### src/rtl/bhs_pkg.sv
`timescale 1ns / 1ps
// ----------------------------------------------------------------------------
// Board handling sequencer package
// Shared types, codes and constants of the board handling sequencer.
// ----------------------------------------------------------------------------
package bhs_pkg;

  // Field widths.
  localparam int unsigned OpW      = 3;
  localparam int unsigned SensorW  = 2;
  localparam int unsigned ActW     = 3;
  localparam int unsigned MsW      = 16;
  localparam int unsigned StateW   = 3;
  localparam int unsigned CfgIdxW  = 2;
  localparam int unsigned CfgDataW = 16;

  // Default drive time of a plain actuator pulse, in milliseconds.
  localparam logic [MsW-1:0] PulseMsDefault = 16'd100;

  // Register reset values.
  localparam logic           EntryFromLeftReset = 1'b1;
  localparam logic [MsW-1:0] EntryRunMsReset    = 16'd1000;
  localparam logic [MsW-1:0] ExitRunMsReset     = 16'd1000;

  // Pulses a single command can cause, and the counter widths that follow.
  localparam int unsigned PlanPulses = 4;
  localparam int unsigned PulseIdxW  = $clog2(PlanPulses);
  localparam int unsigned PulseCntW  = $clog2(PlanPulses + 1);

  // Depth of the queue between the front and the back end.
  localparam int unsigned QueueDepth = 2;

  // Commands.
  typedef enum logic [OpW-1:0] {
    OP_CLEAR    = 3'd0,
    OP_ACCEPT   = 3'd1,
    OP_CLAMP    = 3'd2,
    OP_RAISE    = 3'd3,
    OP_LOWER    = 3'd4,
    OP_RELEASE  = 3'd5,
    OP_SEND_OUT = 3'd6
  } op_e;

  // Board states.
  typedef enum logic [StateW-1:0] {
    ST_NONE    = 3'd0,
    ST_ACCEPT  = 3'd1,
    ST_CLAMP   = 3'd2,
    ST_UP      = 3'd3,
    ST_DOWN    = 3'd4,
    ST_RELEASE = 3'd5,
    ST_OUT     = 3'd6
  } board_state_e;

  // Actuator codes on the result channel.
  typedef enum logic [ActW-1:0] {
    ACT_NONE      = 3'd0,
    ACT_GATE_UP   = 3'd1,
    ACT_GATE_DOWN = 3'd2,
    ACT_CONVEYOR  = 3'd3,
    ACT_CLAMP     = 3'd4,
    ACT_UNCLAMP   = 3'd5,
    ACT_LIFT_UP   = 3'd6,
    ACT_LIFT_DOWN = 3'd7
  } actuator_e;

  // Pulse kinds of a plan; the two conveyor runs differ in their drive time.
  typedef enum logic [2:0] {
    P_GATE_UP   = 3'd0,
    P_GATE_DOWN = 3'd1,
    P_ENTRY_RUN = 3'd2,
    P_EXIT_RUN  = 3'd3,
    P_CLAMP     = 3'd4,
    P_UNCLAMP   = 3'd5,
    P_LIFT_UP   = 3'd6,
    P_LIFT_DOWN = 3'd7
  } pulse_e;

  // Configuration register indexes.
  typedef enum logic [CfgIdxW-1:0] {
    REG_ENTRY_FROM_LEFT = 2'd0,
    REG_ENTRY_RUN_MS    = 2'd1,
    REG_EXIT_RUN_MS     = 2'd2
  } cfg_reg_e;

  // Command word.
  typedef struct packed {
    logic [OpW-1:0]     operation;
    logic [SensorW-1:0] entry_sensors_n;
  } cmd_t;

  // Result word.
  typedef struct packed {
    logic [ActW-1:0]   actuator;
    logic [MsW-1:0]    pulse_ms;
    logic              success;
    logic [StateW-1:0] board_state;
    logic              last;
  } res_t;

  // Configuration write word.
  typedef struct packed {
    logic [CfgIdxW-1:0]  index;
    logic [CfgDataW-1:0] data;
  } cfg_t;

  // Classified command: the pulses to issue and the resulting status.
  typedef struct packed {
    pulse_e [PlanPulses-1:0] pulse;
    logic [PulseCntW-1:0]    pulse_cnt;
    logic                    success;
    board_state_e            state;
  } plan_t;

endpackage

### src/rtl/bhs_stream_if.sv
`timescale 1ns / 1ps
// ----------------------------------------------------------------------------
// Board handling sequencer stream channel
// Valid/ready channel carrying one word of the given payload type.
// ----------------------------------------------------------------------------
interface bhs_stream_if #(
  parameter type T = logic
) ();

  logic valid;
  logic ready;
  T     data;

  modport source (output valid, output data, input ready);
  modport sink   (input valid, input data, output ready);

endinterface

### src/rtl/bhs_back.sv
`timescale 1ns / 1ps
// ----------------------------------------------------------------------------
// Board handling sequencer back end
// Plays out the plan at the queue head: one pulse word per cycle while
// the result is taken, then the status word, via a registered output stage.
// ----------------------------------------------------------------------------
module bhs_back #(
  parameter logic [bhs_pkg::MsW-1:0] PULSE_MS = bhs_pkg::PulseMsDefault
) (
  input  logic                       clk_i,
  input  logic                       rst_ni,
  input  logic                       head_valid_i,
  input  bhs_pkg::plan_t             head_plan_i,
  output logic                       pop_o,
  input  logic [bhs_pkg::MsW-1:0]    entry_run_ms_i,
  input  logic [bhs_pkg::MsW-1:0]    exit_run_ms_i,
  bhs_stream_if.source               res_o
);

  logic [bhs_pkg::PulseCntW-1:0] idx_q, idx_d;
  logic                          valid_q, valid_d;
  bhs_pkg::res_t                 res_q, res_d;
  logic                          advance;
  logic                          in_pulses;
  bhs_pkg::pulse_e               cur_pulse;

  // The output stage moves when it is empty or being taken.
  assign advance   = !valid_q || res_o.ready;
  assign in_pulses = (idx_q < head_plan_i.pulse_cnt);
  assign cur_pulse = head_plan_i.pulse[idx_q[bhs_pkg::PulseIdxW-1:0]];
  assign pop_o     = advance && head_valid_i && !in_pulses;

  // Next word and step counter.
  always_comb begin
    idx_d   = idx_q;
    valid_d = valid_q;
    res_d   = res_q;
    if (advance) begin
      valid_d = head_valid_i;
      if (head_valid_i) begin
        res_d = '0;
        if (in_pulses) begin
          idx_d = idx_q + bhs_pkg::PulseCntW'(1);
          unique case (cur_pulse)
            bhs_pkg::P_GATE_UP: begin
              res_d.actuator = bhs_pkg::ACT_GATE_UP;
              res_d.pulse_ms = PULSE_MS;
            end
            bhs_pkg::P_GATE_DOWN: begin
              res_d.actuator = bhs_pkg::ACT_GATE_DOWN;
              res_d.pulse_ms = PULSE_MS;
            end
            bhs_pkg::P_ENTRY_RUN: begin
              res_d.actuator = bhs_pkg::ACT_CONVEYOR;
              res_d.pulse_ms = entry_run_ms_i;
            end
            bhs_pkg::P_EXIT_RUN: begin
              res_d.actuator = bhs_pkg::ACT_CONVEYOR;
              res_d.pulse_ms = exit_run_ms_i;
            end
            bhs_pkg::P_CLAMP: begin
              res_d.actuator = bhs_pkg::ACT_CLAMP;
              res_d.pulse_ms = PULSE_MS;
            end
            bhs_pkg::P_UNCLAMP: begin
              res_d.actuator = bhs_pkg::ACT_UNCLAMP;
              res_d.pulse_ms = PULSE_MS;
            end
            bhs_pkg::P_LIFT_UP: begin
              res_d.actuator = bhs_pkg::ACT_LIFT_UP;
              res_d.pulse_ms = PULSE_MS;
            end
            bhs_pkg::P_LIFT_DOWN: begin
              res_d.actuator = bhs_pkg::ACT_LIFT_DOWN;
              res_d.pulse_ms = PULSE_MS;
            end
            default: begin
              res_d.actuator = bhs_pkg::ACT_NONE;
            end
          endcase
        end else begin
          // Status word closes the command.
          idx_d             = '0;
          res_d.actuator    = bhs_pkg::ACT_NONE;
          res_d.success     = head_plan_i.success;
          res_d.board_state = head_plan_i.state;
          res_d.last        = 1'b1;
        end
      end
    end
  end

  always_ff @(posedge clk_i or negedge rst_ni) begin
    if (!rst_ni) begin
      idx_q   <= '0;
      valid_q <= 1'b0;
    end else begin
      idx_q   <= idx_d;
      valid_q <= valid_d;
    end
  end

  always_ff @(posedge clk_i) begin
    res_q <= res_d;
  end

  assign res_o.valid = valid_q;
  assign res_o.data  = res_q;

endmodule

### src/flat_wrapper.sv
// flat-port wrapper written by rule: the top's interface ports become plain ports
module bhs_back_flat 
#(
  parameter logic [bhs_pkg::MsW-1:0] PULSE_MS = bhs_pkg::PulseMsDefault
)
  (clk_i, rst_ni, head_valid_i, head_plan_i, pop_o, entry_run_ms_i, exit_run_ms_i, res_o_valid, res_o_data, res_o_ready);
  bhs_stream_if res_o_i ();
  input  logic clk_i;
  input  logic rst_ni;
  input  logic head_valid_i;
  input  bhs_pkg::plan_t head_plan_i;
  output logic pop_o;
  input  logic [bhs_pkg::MsW-1:0] entry_run_ms_i;
  input  logic [bhs_pkg::MsW-1:0] exit_run_ms_i;
  output wire logic [$bits(res_o_i.valid)-1:0] res_o_valid;
  output wire logic [$bits(res_o_i.data)-1:0] res_o_data;
  input wire logic [$bits(res_o_i.ready)-1:0] res_o_ready;
  assign res_o_valid = res_o_i.valid;
  assign res_o_data = res_o_i.data;
  assign res_o_i.ready = res_o_ready;
  bhs_back #(.PULSE_MS(PULSE_MS)) u_core (.clk_i(clk_i), .rst_ni(rst_ni), .head_valid_i(head_valid_i), .head_plan_i(head_plan_i), .pop_o(pop_o), .entry_run_ms_i(entry_run_ms_i), .exit_run_ms_i(exit_run_ms_i), .res_o(res_o_i));
endmodule
### config.mk
export PLATFORM = sky130hd
export DESIGN_NAME = bhs_back_flat
export DESIGN_NICKNAME = d
export VERILOG_FILES = /design/src/rtl/bhs_pkg.sv /design/src/rtl/bhs_stream_if.sv /design/src/rtl/bhs_back.sv /design/src/flat_wrapper.sv
export SDC_FILE = /design/constraint.sdc
export NUM_CORES = 1
export LEC_CHECK = 0
export ABC_CLOCK_PERIOD_IN_PS = 1610
export BUFFER_PORTS_ARGS = -buffer_cell sky130_fd_sc_hd__buf_2
export CAP_MARGIN = 10
export CORE_AREA = 4 4 41 43
export DETAILED_ROUTE_END_ITERATION = 10
export DIE_AREA = 0 0 45 47
export PLACE_DENSITY = 0.78
export SETUP_SLACK_MARGIN = 0.2
export SYNTH_ARGS = -nofsm -noshare
export SYNTH_HDL_FRONTEND = slang
export SYNTH_SLANG_ARGS = --single-unit
### constraint.sdc
create_clock -name clk_i -period 1.61 [get_ports clk_i]
set_input_delay 0.322 -clock clk_i [delete_from_list [all_inputs] [get_ports clk_i]]
set_output_delay 0.322 -clock clk_i [all_outputs]
set_load 0.05 [all_outputs]
# ---- After elaboration in Yosys (flattened, before gate mapping)
# Cells that the tools add are included.
dict set report totals {
  memories 0
  regBits 5
  word_cells 13
  inputBits 55
  mem_bits_rw 0
  latch_bits 0
  output_inout_bits 3
  romBits 0
}
dict set report classes {
  mux 2
  n_mul 0
  n_lt_le_gt_ge 1
  add_sub_neg 1
  n_bitwise 0
  div 0
  n_shift 0
  n_eq_ne 0
  reduce_logical 6
}
# operator count
set op_table {}
lappend op_table {{adder 3 x 1 -> 3 bit, second input constant} 1}
lappend op_table {{< comparator 3 bit} 1}
lappend op_table {{2-to-1 mux 3 bit} 1}
lappend op_table {{logical AND 1 bit} 2}
lappend op_table {{logical NOT 1 bit} 2}
lappend op_table {{AND reduction 2 bit} 1}
lappend op_table {{logical OR 1 bit} 1}
lappend op_table {{2-to-1 mux 1 bit} 1}

# ---- Longest topological paths before layout
dict set report depth {
  word_depth 4
  ltp_mapped 6
  depth_no_buf 6
}

# ---- Least setup slack after synthesis
# No wires, ideal clock.
dict set report synth_timing {
  path_type {reg-to-output}
  from {register u_core.idx_q[2] (netlist bit)}
  to {output pop_o}
  path_buffers 0
  required_time_ns 1.288
  stages_incl_launch_ff 5
  arrival_ns 1.265
  path_slack_ns 0.023
  path_cell_list {dfrtp_1 -> ha_1 -> nand2_1 -> o21ai_4 -> and2_2}
}
dict set report synth_between {
  elab_chain_len 3
}
# element line_no
set synth_rtl {}
lappend synth_rtl {{start: declaration} bhs_back.sv:20} ;# logic [bhs_pkg::PulseCntW-1:0] idx_q, idx_d;
lappend synth_rtl {{start signal: assignment} bhs_back.sv:98} ;# idx_q <= idx_d;
lappend synth_rtl {{< comparator 3 bit} bhs_back.sv:29} ;# assign in_pulses = (idx_q < head_plan_i.pulse_cnt);
lappend synth_rtl {{logical NOT 1 bit} bhs_back.sv:31} ;# assign pop_o = advance && head_valid_i && !in_pulses;
lappend synth_rtl {{logical AND 1 bit} bhs_back.sv:31}
lappend synth_rtl {{end: declaration} flat_wrapper.sv:12} ;# output logic pop_o;
# Every way passes these cells.

# ---- Worst setup path in the final report
# Ends and elaborated chain as after synthesis.

==> flow_summary.ini <==
[status]
result_of_the_run = finished, violations left
violations = negative setup slack

[finish]
layout.core_utilization_pct = 37.88
nets = 105
antennaDiodeCount = 0
postLayoutCellArea_um2 = 493.0
fillCellCount = 138
layoutNonFillerInstCount = 61
final_layout_size_suffix_gt1_share_pct = 54.35
area_growth_syn_to_layout_pct = 68.38

[clock_network]
clkSlewWorstSetupHoldPaths_ns = 0.04
cts_made_buffers = 3
worstSkewPairLatency_ns = 0.24
clock-root-buffer = sky130_fd_sc_hd__clkbuf_4
clock-sinks = 5
cts_tree = done
cts.path.max_buffers = 2
htree_num_levels = 1

[synthesis]
post-synth-top-area-fraction_pct = 34.19
post_synth_xor_area_fraction_pct = 0
yosys.cell_types.count = 15
post-synth-top-area-cell = sky130_fd_sc_hd__dfrtp_1
postSynthNetCount = 85
synthCells = 27
synth_top_family_by_area = simple AND/OR/NAND/NOR gates
total_number_of_yosys_warnings = 0
yosys_register_bits = 5
synth-compound-area-share_pct = 17.09
synth_seq_area_share_pct = 44.44
adder_cell_area_share_of_the_yosys_netlist_pct = 12.82
yosys-mux-area-fraction_pct = 0
yosys.area_share.simple_pct = 21.79
mappedNetlistArea_um2 = 292.8
post_synth_main_area_contributors = sky130_fd_sc_hd__dfrtp_1 34%, sky130_fd_sc_hd__ha_1 13%, sky130_fd_sc_hd__edfxtp_1 10%, sky130_fd_sc_hd__o21ai_4 5.6%, sky130_fd_sc_hd__a21o_1 5.1%
synthesized_area_per_cell_um2 = 10.84

[global_route]
grt_use_total_pct = 6.995
grt_first_pass_wirelength_um = 1000
grt_max_degree = 6
grt_overflow_total = 0
grt_antenna_before_repair = 0
first_global_vias = 248

[detailed_routing]
detailedRoute.firstPassIterationCount = 1
dr_total_vias = 259
via_per_inst = 4.246
wirelength_um = 620
drt-initial-drc-count = 0
remaining_antenna_violation_count_after_routing = 0
routed_wire_length_per_instance_um = 10.16
count_of_unresolved_drc_violations_after_routing = 0

[critical_path]
slowest_delay_ns = 0.41
worst_r2r_setup_slack_ns = 0.07
crit_path_top_delay_cell = sky130_fd_sc_hd__dfrtp_1
start_kind = flop
crit_fanout = 2
cell_chain_of_the_critical_path = ha_4, nand2_4, o21ai_4, and2_4, buf_8
setup.worst_path.end_class = primary output
critical_path_class = reg -> out
worst-path-buf-inv = 1
cp_data_required_time_ns = 1.29
cpLargestDelayFamily = flip-flops
cp.arrival_ns = 1.41

[worst_hold_path]
hold_class = in -> reg

[sta]
tightestPinTransition_ns = 0.2483
unrepaired_setup_endpoints_after_global_routing = true
skew_ns = 0.001399
report.final.slew_viol_count = 0
final-setup-viol-count = 1
hold_slack_ns = 0.2994
clock.fmax_mhz = 575.8
max_slew_margin_pct = 83.56
layout_setup_ws_ns = -0.1268
hold_viol_final = 0
setup_total_negative_slack_ns = -0.1268
final_min_period_over_clock_period_pct = 107.9
post-route-min-period_ns = 1.737

[floorplan]
pin_count = 58
die_area_um2 = 2115
die_w_um = 45
core-area_um2 = 1301
placement_rows = 13
fp.dieH_um = 47
initial_utilization_pct = 22.50

[power]
total_power_mw = 0.8330
cellPowerDensity_nw_per_um2 = 1690
vdd_drop_max_mv = 0.5115
p_leak_nw = 0.2469

[place]
place.port_buffers = 9
dp_hpwl_um = 458.1
gp_congestion = 0.7253
dp.cells = 55
placedInstanceArea_um2 = 407.9
place_ws_ns = -0.03937

[run]
cap_viol_max_count = 0
[per-layer routing]
metal / wire length, um / GRT usage [%] / vias to the layer above
li1: - / - / 131
met2: 280 / 9.605 / 10
met1: 286 / 8.333 / 118
met4: 0 / 7.018 / 0
met5: 0 / 0 / -
met3: 53 / 2.299 / 0
[registers in the layout (all words and copies together), names as in the netlist]
signal / cells
u_core.idx_q: 3
u_core.res_o.data: 1
u_core.res_o.valid: 1
[kinds of logic after synthesis]
| group | after synthesis |
|---|---|
| flops | 5 |
| buf+inv | 3 |
| fa+ha+maj | 3 |
| simple gates | 10 |
| compound gates | 6 |
[cells in the final DEF, fill, tap and decap left out, drive strengths merged]
master / instances
nor2b: 1
inv: 3
dfrtp: 4
nand2: 4
and2: 1
nor3: 1
dlygate4sd3: 1
edfxtp: 1
a21oi: 1
nor4b: 1
ha: 3
a21o: 2
nand2b: 2
clkbuf: 4
o21ai: 3
buf: 14
[Yosys cell counts]
library cell               number
sky130_fd_sc_hd__a21o_1         2
sky130_fd_sc_hd__a21oi_2        1
sky130_fd_sc_hd__and2_2         1
sky130_fd_sc_hd__dfrtp_1        4
sky130_fd_sc_hd__edfxtp_1       1
sky130_fd_sc_hd__ha_1           3
sky130_fd_sc_hd__inv_1          3
sky130_fd_sc_hd__nand2_1        4
sky130_fd_sc_hd__nand2b_1       2
sky130_fd_sc_hd__nor2b_2        1
sky130_fd_sc_hd__nor3_1         1
sky130_fd_sc_hd__nor4b_2        1
sky130_fd_sc_hd__o21ai_0        1
sky130_fd_sc_hd__o21ai_1        1
sky130_fd_sc_hd__o21ai_4        1
[final cells by class]
type                       instances  area, um2  share of cell area [%]
multi-input combinational         19      200.2                   40.61
sequential                         5      130.1                   26.40
inverter                           3      11.26                   2.284
tap                               15      18.77                   3.807
clock buffer                       4      26.28                   5.330
timing repair buffer              15      106.4                   21.57
[where the power goes]
group / internal [mW] / leakage (nW) / switching, mW / total (mW)
Combinational: 0.241 / 0.173 / 0.228 / 0.468
Clock: 0.0938 / 0.0150 / 0.0527 / 0.146
Sequential: 0.177 / 0.0592 / 0.0415 / 0.218
Total: 0.511 / 0.247 / 0.322 / 0.833
[worst paths after layout]
kind,start,to,cells past startpoint
max,u_core.idx_q[2],pop_o,5
min,head_valid_i,u_core.res_o.valid,2
max reg2reg,u_core.idx_q[2],u_core.idx_q[2],7
min reg2reg,u_core.res_o.valid,u_core.res_o.valid,2
max in group asynchronous,rst_ni,u_core.idx_q[1],2
min in group asynchronous,rst_ni,u_core.idx_q[0],2
[what timing repair did]
action / CTS / global route
resized for setup: 4 / 5
pin swaps: 2 / 1
setup endpoints to repair: 2 / 2
hold buffers: 1 / 0
endpoints found under the hold margin: 4 / 0
setup buffers: 0 / 1
No activity file was read; power rests on OpenSTA's default activity.
