==> src/rtl/bhs_pkg.sv <==
`timescale 1ns / 1ps
// ----------------------------------------------------------------------------
// Board handling sequencer package
// Shared types, codes and constants of the board handling sequencer.
// ----------------------------------------------------------------------------
package bhs_pkg;

  // Field widths.
  localparam int unsigned OpW      = 3;
  localparam int unsigned SensorW  = 2;
  localparam int unsigned ActW     = 3;
  localparam int unsigned MsW      = 16;
  localparam int unsigned StateW   = 3;
  localparam int unsigned CfgIdxW  = 2;
  localparam int unsigned CfgDataW = 16;

  // Default drive time of a plain actuator pulse, in milliseconds.
  localparam logic [MsW-1:0] PulseMsDefault = 16'd100;

  // Register reset values.
  localparam logic           EntryFromLeftReset = 1'b1;
  localparam logic [MsW-1:0] EntryRunMsReset    = 16'd1000;
  localparam logic [MsW-1:0] ExitRunMsReset     = 16'd1000;

  // Pulses a single command can cause, and the counter widths that follow.
  localparam int unsigned PlanPulses = 4;
  localparam int unsigned PulseIdxW  = $clog2(PlanPulses);
  localparam int unsigned PulseCntW  = $clog2(PlanPulses + 1);

  // Depth of the queue between the front and the back end.
  localparam int unsigned QueueDepth = 2;

  // Commands.
  typedef enum logic [OpW-1:0] {
    OP_CLEAR    = 3'd0,
    OP_ACCEPT   = 3'd1,
    OP_CLAMP    = 3'd2,
    OP_RAISE    = 3'd3,
    OP_LOWER    = 3'd4,
    OP_RELEASE  = 3'd5,
    OP_SEND_OUT = 3'd6
  } op_e;

  // Board states.
  typedef enum logic [StateW-1:0] {
    ST_NONE    = 3'd0,
    ST_ACCEPT  = 3'd1,
    ST_CLAMP   = 3'd2,
    ST_UP      = 3'd3,
    ST_DOWN    = 3'd4,
    ST_RELEASE = 3'd5,
    ST_OUT     = 3'd6
  } board_state_e;

  // Actuator codes on the result channel.
  typedef enum logic [ActW-1:0] {
    ACT_NONE      = 3'd0,
    ACT_GATE_UP   = 3'd1,
    ACT_GATE_DOWN = 3'd2,
    ACT_CONVEYOR  = 3'd3,
    ACT_CLAMP     = 3'd4,
    ACT_UNCLAMP   = 3'd5,
    ACT_LIFT_UP   = 3'd6,
    ACT_LIFT_DOWN = 3'd7
  } actuator_e;

  // Pulse kinds of a plan; the two conveyor runs differ in their drive time.
  typedef enum logic [2:0] {
    P_GATE_UP   = 3'd0,
    P_GATE_DOWN = 3'd1,
    P_ENTRY_RUN = 3'd2,
    P_EXIT_RUN  = 3'd3,
    P_CLAMP     = 3'd4,
    P_UNCLAMP   = 3'd5,
    P_LIFT_UP   = 3'd6,
    P_LIFT_DOWN = 3'd7
  } pulse_e;

  // Configuration register indexes.
  typedef enum logic [CfgIdxW-1:0] {
    REG_ENTRY_FROM_LEFT = 2'd0,
    REG_ENTRY_RUN_MS    = 2'd1,
    REG_EXIT_RUN_MS     = 2'd2
  } cfg_reg_e;

  // Command word.
  typedef struct packed {
    logic [OpW-1:0]     operation;
    logic [SensorW-1:0] entry_sensors_n;
  } cmd_t;

  // Result word.
  typedef struct packed {
    logic [ActW-1:0]   actuator;
    logic [MsW-1:0]    pulse_ms;
    logic              success;
    logic [StateW-1:0] board_state;
    logic              last;
  } res_t;

  // Configuration write word.
  typedef struct packed {
    logic [CfgIdxW-1:0]  index;
    logic [CfgDataW-1:0] data;
  } cfg_t;

  // Classified command: the pulses to issue and the resulting status.
  typedef struct packed {
    pulse_e [PlanPulses-1:0] pulse;
    logic [PulseCntW-1:0]    pulse_cnt;
    logic                    success;
    board_state_e            state;
  } plan_t;

endpackage

==> src/rtl/bhs_queue.sv <==
`timescale 1ns / 1ps
// ----------------------------------------------------------------------------
// Board handling sequencer plan queue
// Short first-in first-out queue of plans between the front and back end.
// ----------------------------------------------------------------------------
module bhs_queue (
  input  logic           clk_i,
  input  logic           rst_ni,
  input  logic           push_valid_i,
  input  bhs_pkg::plan_t push_plan_i,
  output logic           push_ready_o,
  output logic           pop_valid_o,
  output bhs_pkg::plan_t pop_plan_o,
  input  logic           pop_i
);

  localparam int unsigned PtrW = (bhs_pkg::QueueDepth > 1) ? $clog2(bhs_pkg::QueueDepth) : 1;
  localparam int unsigned CntW = $clog2(bhs_pkg::QueueDepth + 1);
  localparam logic [PtrW-1:0] LastPtr = PtrW'(bhs_pkg::QueueDepth - 1);
  localparam logic [CntW-1:0] FullCnt = CntW'(bhs_pkg::QueueDepth);

  bhs_pkg::plan_t  entry_q [bhs_pkg::QueueDepth];
  logic [PtrW-1:0] wr_ptr_q, wr_ptr_d;
  logic [PtrW-1:0] rd_ptr_q, rd_ptr_d;
  logic [CntW-1:0] cnt_q, cnt_d;
  logic            do_push;
  logic            do_pop;

  assign push_ready_o = (cnt_q != FullCnt);
  assign pop_valid_o  = (cnt_q != '0);
  assign pop_plan_o   = entry_q[rd_ptr_q];
  assign do_push      = push_valid_i && push_ready_o;
  assign do_pop       = pop_i && pop_valid_o;

  // Pointer and fill count update.
  always_comb begin
    wr_ptr_d = wr_ptr_q;
    rd_ptr_d = rd_ptr_q;
    cnt_d    = cnt_q;
    if (do_push) begin
      wr_ptr_d = (wr_ptr_q == LastPtr) ? '0 : wr_ptr_q + PtrW'(1);
    end
    if (do_pop) begin
      rd_ptr_d = (rd_ptr_q == LastPtr) ? '0 : rd_ptr_q + PtrW'(1);
    end
    if (do_push && !do_pop) begin
      cnt_d = cnt_q + CntW'(1);
    end else if (do_pop && !do_push) begin
      cnt_d = cnt_q - CntW'(1);
    end
  end

  always_ff @(posedge clk_i or negedge rst_ni) begin
    if (!rst_ni) begin
      wr_ptr_q <= '0;
      rd_ptr_q <= '0;
      cnt_q    <= '0;
    end else begin
      wr_ptr_q <= wr_ptr_d;
      rd_ptr_q <= rd_ptr_d;
      cnt_q    <= cnt_d;
    end
  end

  // Storage needs no reset.
  always_ff @(posedge clk_i) begin
    if (do_push) begin
      entry_q[wr_ptr_q] <= push_plan_i;
    end
  end

endmodule

==> config.mk <==
export PLATFORM = sky130hd
export DESIGN_NAME = bhs_queue
export DESIGN_NICKNAME = d
export VERILOG_FILES = /design/src/rtl/bhs_pkg.sv /design/src/rtl/bhs_queue.sv
export SDC_FILE = /design/constraint.sdc
export NUM_CORES = 1
export LEC_CHECK = 0
export ABC_CLOCK_PERIOD_IN_PS = 1850
export CORE_MARGIN = 2
export CORE_UTILIZATION = 34
export DETAILED_ROUTE_END_ITERATION = 8
export DONT_BUFFER_PORTS = 1
export SLEW_MARGIN = 20
export SYNTH_ARGS = -nofsm -noshare
export SYNTH_HDL_FRONTEND = slang
export SYNTH_SLANG_ARGS = --single-unit
==> constraint.sdc <==
create_clock -name clk_i -period 1.85 [get_ports clk_i]
set_input_delay 0.0925 -clock clk_i [delete_from_list [all_inputs] [get_ports clk_i]]
set_output_delay 0.0925 -clock clk_i [all_outputs]
set_load 0.02 [all_outputs]
### Word level (Yosys, flattened, before mapping)

Memories as Yosys holds them, arrays and structs flattened.
Cells that the tools add are included.

| storage, ports and cells | value |
|---|---|
| bits in writable memories | 38 |
| word-level logic and storage cells | 23 |
| latch bits | 0 |
| memory bits (read-only) | 0 |
| memories | 1 |
| flip-flop bits (word level) | 4 |
| output and inout bits | 21 |

Memory list:

| name | words | bits a word | read ports | clocked after memory_dff | wr ports | line | text |
|---|---|---|---|---|---|---|---|
| entry_q | 2 | 19 | 1 | 0 | 1 | bhs_queue.sv:22 | `bhs_pkg::plan_t entry_q [bhs_pkg::QueueDepth];` |

| cells by class | value |
|---|---|
| eq/ne operators | 1 |
| muxes and demuxes | 6 |
| reduce and logical (&&, ||, !) cells | 8 |
| magnitude comparators | 0 |
| divide/modulo/power cells | 0 |
| bitwise logic cells | 0 |
| $mul | 0 |
| add/subtract/negate cells | 4 |
| shifts and indexed selects | 0 |

Operators by type and width:

| operator | count |
|---|---|
| $logic_and A1 B1 Y1 | 4 |
| $mux W1 | 4 |
| $mux W2 | 2 |
| $reduce_bool A2 Y1 | 2 |
| $add A1 B1 Y1 const B | 2 |
| $add A2 B1 Y2 const B | 1 |
| $logic_not A1 Y1 | 2 |
| $ne A2 B2 Y1 const B | 1 |
| $sub A2 B1 Y2 const B | 1 |

### Longest topological paths before layout

Gate-level depths: netlist of the first run.

| logic depth | value |
|---|---|
| depth after elaboration | 6 |
| mapped depth | 7 |
| gate-level depth less buffers | 7 |

### Worst setup path before layout of the first run

Ideal clock, no wire load.

| timing | value |
|---|---|
| kind | register to register |
| from | register cnt_q[0] |
| to | memory entry_q[0][0] in the netlist's numbering (enable) |
| slack | -0.044 ns |
| stages on the path, launching flop included | 4 |
| arrival time | 1.500 ns |
| data required time | 1.455 ns |
| cell sequence | dfrtp_1 -> nand2b_4 -> nand2_1 -> nor2_1 |

| on the way | value |
|---|---|
| word-level cells in the longest chain between the ends | 4 |

RTL lines:

| element | line | text |
|---|---|---|
| start, declared | bhs_queue.sv:25 | `logic [CntW-1:0] cnt_q, cnt_d;` |
| start signal, assigned | bhs_queue.sv:61 | `cnt_q <= cnt_d;` |
| $ne A2 B2 Y1 | bhs_queue.sv:29 | `assign push_ready_o = (cnt_q != FullCnt);` |
| net push_ready_o | bhs_queue.sv:11 | `output logic push_ready_o,` |
| $logic_and A1 B1 Y1 | bhs_queue.sv:32 | `assign do_push = push_valid_i && push_ready_o;` |
| $mux W1 | bhs_queue.sv:67 | `if (do_push) begin` |
| $mux W1 (not written as such) | bhs_queue.sv:68 | `entry_q[wr_ptr_q] <= push_plan_i;` |
| end, declared | bhs_queue.sv:22 |  |

The timed path passes the listed nets, and every way through them passes these cells.

### Final worst setup path of the first run

| timing | value |
|---|---|
| from | register cnt_q[0] |
| to | register cnt_q[1] |

| on the way | value |
|---|---|
| word-level cells in the longest chain between the ends | 5 |
| elaborated cells on any way between the ends | 13 |
| classes of those cells | 2 x add/sub; 1 x eq/ne; 2 x mux; 8 x reduce/logical |

RTL lines:

| element | line | text |
|---|---|---|
| $ne A2 B2 Y1 * | bhs_queue.sv:29 |  |
| net push_ready_o | bhs_queue.sv:11 |  |
| $logic_and A1 B1 Y1 * | bhs_queue.sv:32 |  |
| net do_push | bhs_queue.sv:26 | `logic do_push;` |
| $logic_not A1 Y1 | bhs_queue.sv:48 | `end else if (do_pop && !do_push) begin` |
| $logic_and A1 B1 Y1 | bhs_queue.sv:48 |  |
| $reduce_bool A2 Y1 (no line) | n/a |  |

The timed path passes the listed nets; every way through them passes the cells marked *. The select of a mux whose other input is x is not followed.
A chain may end at the register's enable or synchronous reset.

==> results of run 1 <==
final cells by class:
type                    instances  area (um^2)  share of cell area [%]
flip-flops and latches         42         1240                    62.2
multi-input cells              32          324                    16.2
repair buffers                 27          255                    12.8
clock buffers                   7         76.3                    3.82
well taps                      52         65.1                    3.26
clock inverters                 1         30.0                    1.50
inverters                       1         3.75                   0.188
repair_timing:
item | in CTS | in global routing
hold buffers | 21 | 0
hold endpoints to repair | 43 | 0
endpoints found under the setup margin | 0 | 0
worst register-to-register path: cells and delay by family, from the launching register on:
family                     cells  cell delay [ns]
xor gates and xnor gates       1             0.16
adders and majority gates      1             0.33
buffers and inverters          1             0.06
DFF                            1             0.44
and+or+nand+nor                3             0.49
registers in the layout, summed over array words and instances, names as in the netlist:
register	cells
rd_ptr_q	1
cnt_q	2
wr_ptr_q	1
entry_q	38
cell families (layout without fill, tap and decap cells):
logic type	after synthesis	in the layout	synth area share, %
DFF	42	42	78.1
xor gates and xnor gates	5	5	2.76
adders and majority gates	1	1	0.787
muxes	19	19	13.5
and+or+nand+nor	7	7	3.23
buffers and inverters	3	36	1.65
Yosys cell counts:
cell type and count:
and3_1 1, xnor2_1 3, nor2_1 2, mux2_2 19, dfrtp_1 4, buf_6 2, xor2_1 2, nand2b_4 1
nand2_4 1, or2_4 1, ha_1 1, edfxtp_1 38, inv_1 1, nand2_1 1
final timing paths:
check / cells past startpoint / slack, ns / to
max: 6 / 0.30 / cnt_q[1]$_DFFE_PN0P_
min: 2 / 0.04 / wr_ptr_q$_DFFE_PN0P_
max reg2reg: 6 / 0.30 / cnt_q[1]$_DFFE_PN0P_
min reg2reg: 1 / 0.54 / wr_ptr_q$_DFFE_PN0P_
max in group asynchronous: 1 / 1.59 / rd_ptr_q$_DFFE_PN0P_
min in group asynchronous: 1 / 0.08 / cnt_q[0]$_DFFE_PN0P_
power by group through the flow:
| stage | clock [mW] | sequential [mW] | combinational [mW] |
|---|---|---|---|
| finish | 0.681 | 1.40 | 1.05 |
| global route | 0.741 | 1.42 | 1.13 |
| CTS | 0.708 | 1.40 | 1.08 |
| detailed placement | 0 | 1.42 | 1.04 |
| global placement | 0 | 1.40 | 1.01 |
| floorplan | 0 | 1.40 | 0.866 |
metal layers:
metal | routed length, um | up-vias | track usage [%]
met3 | 159 | 7 | 3.33
met5 | 0 | - | 0
li1 | - | 352 | -
met4 | 63 | 0 | 6.92
met2 | 1450 | 32 | 20.9
met1 | 971 | 369 | 10.4
stage by stage:
stage | area (um^2) | instances | power, mW | hold WS [ns]
2_1_floorplan | 1590 | 77 | 2.26 | -0.203
3_5_place_dp | 1680 | 133 | 2.46 | -0.203
3_3_place_gp | 1680 | 133 | 2.41 | -0.203
5_1_grt | 2000 | 162 | 3.29 | 0.0546
4_1_cts | 2000 | 162 | 3.19 | 0.0372
6_report | 2000 | 162 | 3.13 | 0.0405
==> reports/qor.csv, run 1 <==
stage;metric;value;unit
sta;setup-tns-final;0;ns
flow_run;max_cap_violations;0;
critical_path;cp_slowest_cell;dfrtp_1;
global_route;grtUsageTotal;11.1;%
final_layout;final_common_cell;edfxtp_1;
critical_path;critPathMaxFanout;4;
final_layout;layout.nets;133;
logic_synthesis;synth.largest_area_cell;edfxtp_1;
clocking;cts_tree;built;
drt;wl_per_cell;16.4;um
floorplan;coreArea;0.00441;mm^2
critical_path;cp_num_buf_inv;1;
sta;max_freq;643;MHz
sta;fin_crit_sh;84.0;%
critical_path;cp-end-kind;register;
power;p_switching;1.01;mW
placement;hpwl;1840;um
final_layout;fillers;393;
global_route;antenna_found_initial;0;
critical_path;crit_chain;nand2b_4 > nand2_1 > inv_1 > ha_1 > nor2_1 > xor2_1;
logic_synthesis;synth_seq_cells;42;
drt;drt-vias-per-instance;4.69;
power;ir_drop;0.690;mV
global_route;grt_max_degree;13;
power;p_per_area;1570;mW/mm^2
logic_synthesis;synth_nets;101;
sta;rsz0062_at_grt;no;
drt;post-route-drc-count;0;
final_layout;final_util;45.2;%
global_route;grt_remaining_overflow;0;
outcome;status;finished, final reports clean;
clocking;htree_levels;2;
placement;preCtsSetupSlack;0.285;ns
logic_synthesis;synth.cell_area;0.00159;mm^2
floorplan;fp.dieW;72.4;um
drt;ant_nets;0;
clocking;cts_made_buffers;5;
power;p_int;2.12;mW
logic_synthesis;yosysUniqueCellTypes;14;
clocking;cts.repair.resized;0;
critical_path;crit_type;reg2reg;
clocking;cts.clk_slew.worst_paths;0.07;ns
sta;final_max_slew_viol_count;0;
global_route;first_global_vias;928;
final_layout;most-common-layout-cells;edfxtp_1, dlygate4sd3_1, mux2_2;
sta;relSlewSlack;86.4;%
floorplan;ios;44;
clocking;clockRootBuffer;clkbuf_8;
floorplan;initial_core_util;36.0;%
drt;detail_route.iter0.violations;28;
sta;hold_violations;0;
clocking;cts_num_sinks;42;
drt;num_vias;760;
final_layout;drive_gt1_share;31.8;%
worst_hold_path;min_path_type;in2reg;
logic_synthesis;netlist_instances;77;
sta;timing.final.crit_period;1.55;ns
final_layout;antenna_cells;0;
logic_synthesis;synth_top_area_share;71.8;%
logic_synthesis;ys_top_cells_by_area;edfxtp_1, mux2_2, dfrtp_1;
logic_synthesis;synth-seq-area-share;78.1;%
logic_synthesis;yosysWarnings;0;
critical_path;critPathTopFamily;simple AND/OR/NAND/NOR gates;
logic_synthesis;syn_area_per_cell;20.6;um^2
global_route;grt_pass1_wl;4110;um
critical_path;r2r-start;cnt_q[0]$_DFFE_PN0P_;
critical_path;cp.arrival;1.76;ns
sta;setup_violations;0;
sta;worst_slack;0.295;ns
power;leakagePower;0.705;nW
placement;io_buffer_count;0;
power;p_seq_share;44.6;%
critical_path;required;2.06;ns
floorplan;num_rows;24;
critical_path;worstSetupStartpointType;register;
floorplan;die_y;72.4;um
power;clkPwrFrac;21.8;%
final_layout;area_growth;25.6;%
power;switching_share;32.1;%
critical_path;critPathMaxStageDelay;0.44;ns
sta;tightest_slew;0.203;ns
clocking;cts_buffer_depth;2;
drt;firstDrtPassIters;4;
worst_hold_path;hp-start;push_valid_i;
floorplan;die_area;0.00524;mm^2
power;power_frac_comb;33.6;%
sta;finalClockSkew;0.00503;ns
clocking;worstSkewPairLatency;0.29;ns
placement;routabilityCongestion;0.662;
critical_path;crit_start;cnt_q[0]$_DFFE_PN0P_;
clocking;cts_setup_buffers;0;
drt;drt-total-wl;2650;um
Power figures use the tool's default switching activity.
==> run 2, diff against run 1 <==
ABC_CLOCK_PERIOD_IN_PS = 1550   (was 1850)
clock period = 1.55 ns   (was 1.85 ns; I/O delays follow)
==> run 2 against run 1 <==
Compared with the run above:
- combinational power increased by 30%
- final cell count rose by 1.2%
- sequential power rose by 18%
- hold slack gained 0.014 ns
- via count increased by 1.6%
- non-clock buffer count increased by 2
- critical endpoint unchanged
==> reports/qor.csv, run 2 (synthesis gave the netlist of run 1 again) <==
stage;metric;value;unit;change
outcome;status;finished, final reports clean;;
clocking;cts_made_buffers;5;;unchanged
floorplan;ios;44;;unchanged
sta;hold_violations;0;;unchanged
placement;dp.cells;134;;+0.75%
clocking;cts_num_sinks;42;;unchanged
drt;num_vias;772;;+1.6%
placement;routabilityCongestion;0.659;;-0.47%
final_layout;antenna_cells;0;;unchanged
drt;detail_route.iter0.violations;35;;+25%
drt;drt-total-wl;2580;um;-2.6%
clocking;cts.clk_slew.worst_paths;0.08;ns;about the same
clocking;htree_levels;2;;unchanged
placement;hpwl;1720;um;-6.9%
final_layout;layout.nets;135;;+1.5%
critical_path;crit_type;reg2reg;;
final_layout;drive_gt1_share;35.7;%;+3.9 points
clocking;cts_buffer_depth;2;;unchanged
sta;max_freq;685;MHz;+6.5%
global_route;antenna_found_initial;0;;unchanged
final_layout;largest-register;entry_q;;
sta;relSlewSlack;85.6;%;-0.81 points
global_route;grtUsageTotal;10.7;%;-0.48 points
floorplan;die_y;72.4;um;unchanged
floorplan;fp.dieW;72.4;um;unchanged
drt;firstDrtPassIters;3;;-1
drt;wl_per_cell;15.7;um;-3.8%
clocking;cts_tree;built;;
clocking;clockRootBuffer;clkbuf_8;;
drt;post-route-drc-count;0;;unchanged
placement;io_buffer_count;0;;unchanged
critical_path;critPathMaxFanout;3;;-1
power;leakagePower;0.714;nW;+1.2%
worst_hold_path;min_path_type;in2reg;;
drt;drt-vias-per-instance;4.71;;+0.34%
final_layout;reg_top3;entry_q (38), cnt_q (2);;
floorplan;coreArea;0.00441;mm^2;unchanged
critical_path;worstSetupStartpointType;register;;
critical_path;reg2regPathDepth;7;;+1
floorplan;num_rows;24;;unchanged
worst_hold_path;hold_depth;3;;+1
final_layout;area_growth;27.6;%;
power;ir_drop;0.986;mV;+43%
sta;timing.final.crit_period;1.46;ns;-0.0953 ns
power;p_per_area;1830;mW/mm^2;+16%
clocking;worstSkewPairLatency;0.29;ns;about the same
final_layout;most-common-layout-cells;edfxtp_1, dlygate4sd3_1, mux2_2;;
global_route;grt_max_degree;17;;+4
drt;ant_nets;0;;unchanged
final_layout;largest_register_ffs;38;;unchanged
global_route;grt_pass1_wl;3920;um;-4.7%
sta;fin_crit_sh;94.1;%;+10 points
final_layout;final_cells;164;;+1.2%
sta;final_max_slew_viol_count;0;;unchanged
critical_path;cp.arrival;1.67;ns;-0.09 ns
flow_run;max_cap_violations;0;;unchanged
floorplan;initial_core_util;36.0;%;unchanged
global_route;grt_remaining_overflow;0;;unchanged
critical_path;required;1.76;ns;-0.30 ns
sta;tightest_slew;0.216;ns;+0.0128 ns
critical_path;cp-end-kind;register;;
final_layout;final_common_cell;edfxtp_1;;
floorplan;die_area;0.00524;mm^2;unchanged
sta;setup_violations;0;;unchanged
sta;finalClockSkew;0.00288;ns;-0.00215 ns
global_route;first_global_vias;862;;-7.1%
sta;setup-tns-final;0;ns;unchanged
run 2: final timing paths:
kind / to / slack, ns / start
worst max-delay path: cnt_q[1]$_DFFE_PN0P_ / 0.09 / cnt_q[0]$_DFFE_PN0P_
max in group asynchronous: rd_ptr_q$_DFFE_PN0P_ / 1.32 / rst_ni
worst max register to register: cnt_q[1]$_DFFE_PN0P_ / 0.09 / cnt_q[0]$_DFFE_PN0P_
worst min-delay path: wr_ptr_q$_DFFE_PN0P_ / 0.05 / push_valid_i
min in group asynchronous: cnt_q[0]$_DFFE_PN0P_ / 0.06 / rst_ni
worst min register to register: cnt_q[1]$_DFFE_PN0P_ / 0.56 / cnt_q[1]$_DFFE_PN0P_
run 2: area by class of cell:
class	instances	area, um^2
Clock buffer	5	68.8
Clock inverter	3	21.3
Fill cell	397	2390
Inverter	1	3.75
Multi-Input combinational cell	32	332
Sequential cell	42	1240
Tap cell	52	65.1
Timing Repair Buffer	29	295
run 2: critical path: stages (launching register included):
cell	delay [ns]
dfrtp_1	0.40
nand2b_4	0.19
nand2_2	0.09
inv_1	0.04
ha_1	0.20
xor2_1	0.14
nor2_1	0.15
xor2_1	0.17
run 2: layer usage:
layer | part of all wire, % | track usage (%) | up-vias
li1 | - | - | 358
met1 | 35 | 10.2 | 378
met2 | 55 | 19.0 | 30
met3 | 7.6 | 4.03 | 6
met4 | 2.4 | 6.92 | 0
met5 | 0 | 0 | -
run 2: power breakdown:
part	switching [mW]	internal, mW
sequential	0.0956	1.56
clock	0.366	0.316
combinational	0.798	0.567
run 2: what timing repair did:
item,CTS,global route
hold buffers,21,0
resized for setup,0,1
setup buffers,0,1
hold endpoints to repair,43,0
endpoints found under the setup margin,0,1
run 2: through the flow:
step           total power [mW]  utilization, %  hold WS [ns]  cell area, um^2  setup slack [ns]
2_1_floorplan              2.71               -        -0.218             1600            0.0418
3_3_place_gp               2.96            38.9        -0.218             1720             0.167
3_5_place_dp               3.00            38.9        -0.218             1720            0.0877
4_1_cts                    3.74            45.7        0.0547             2020            0.0635
5_1_grt                    3.89            45.9        0.0648             2030          -0.00460
6_report                   3.70            45.9        0.0542             2030            0.0908
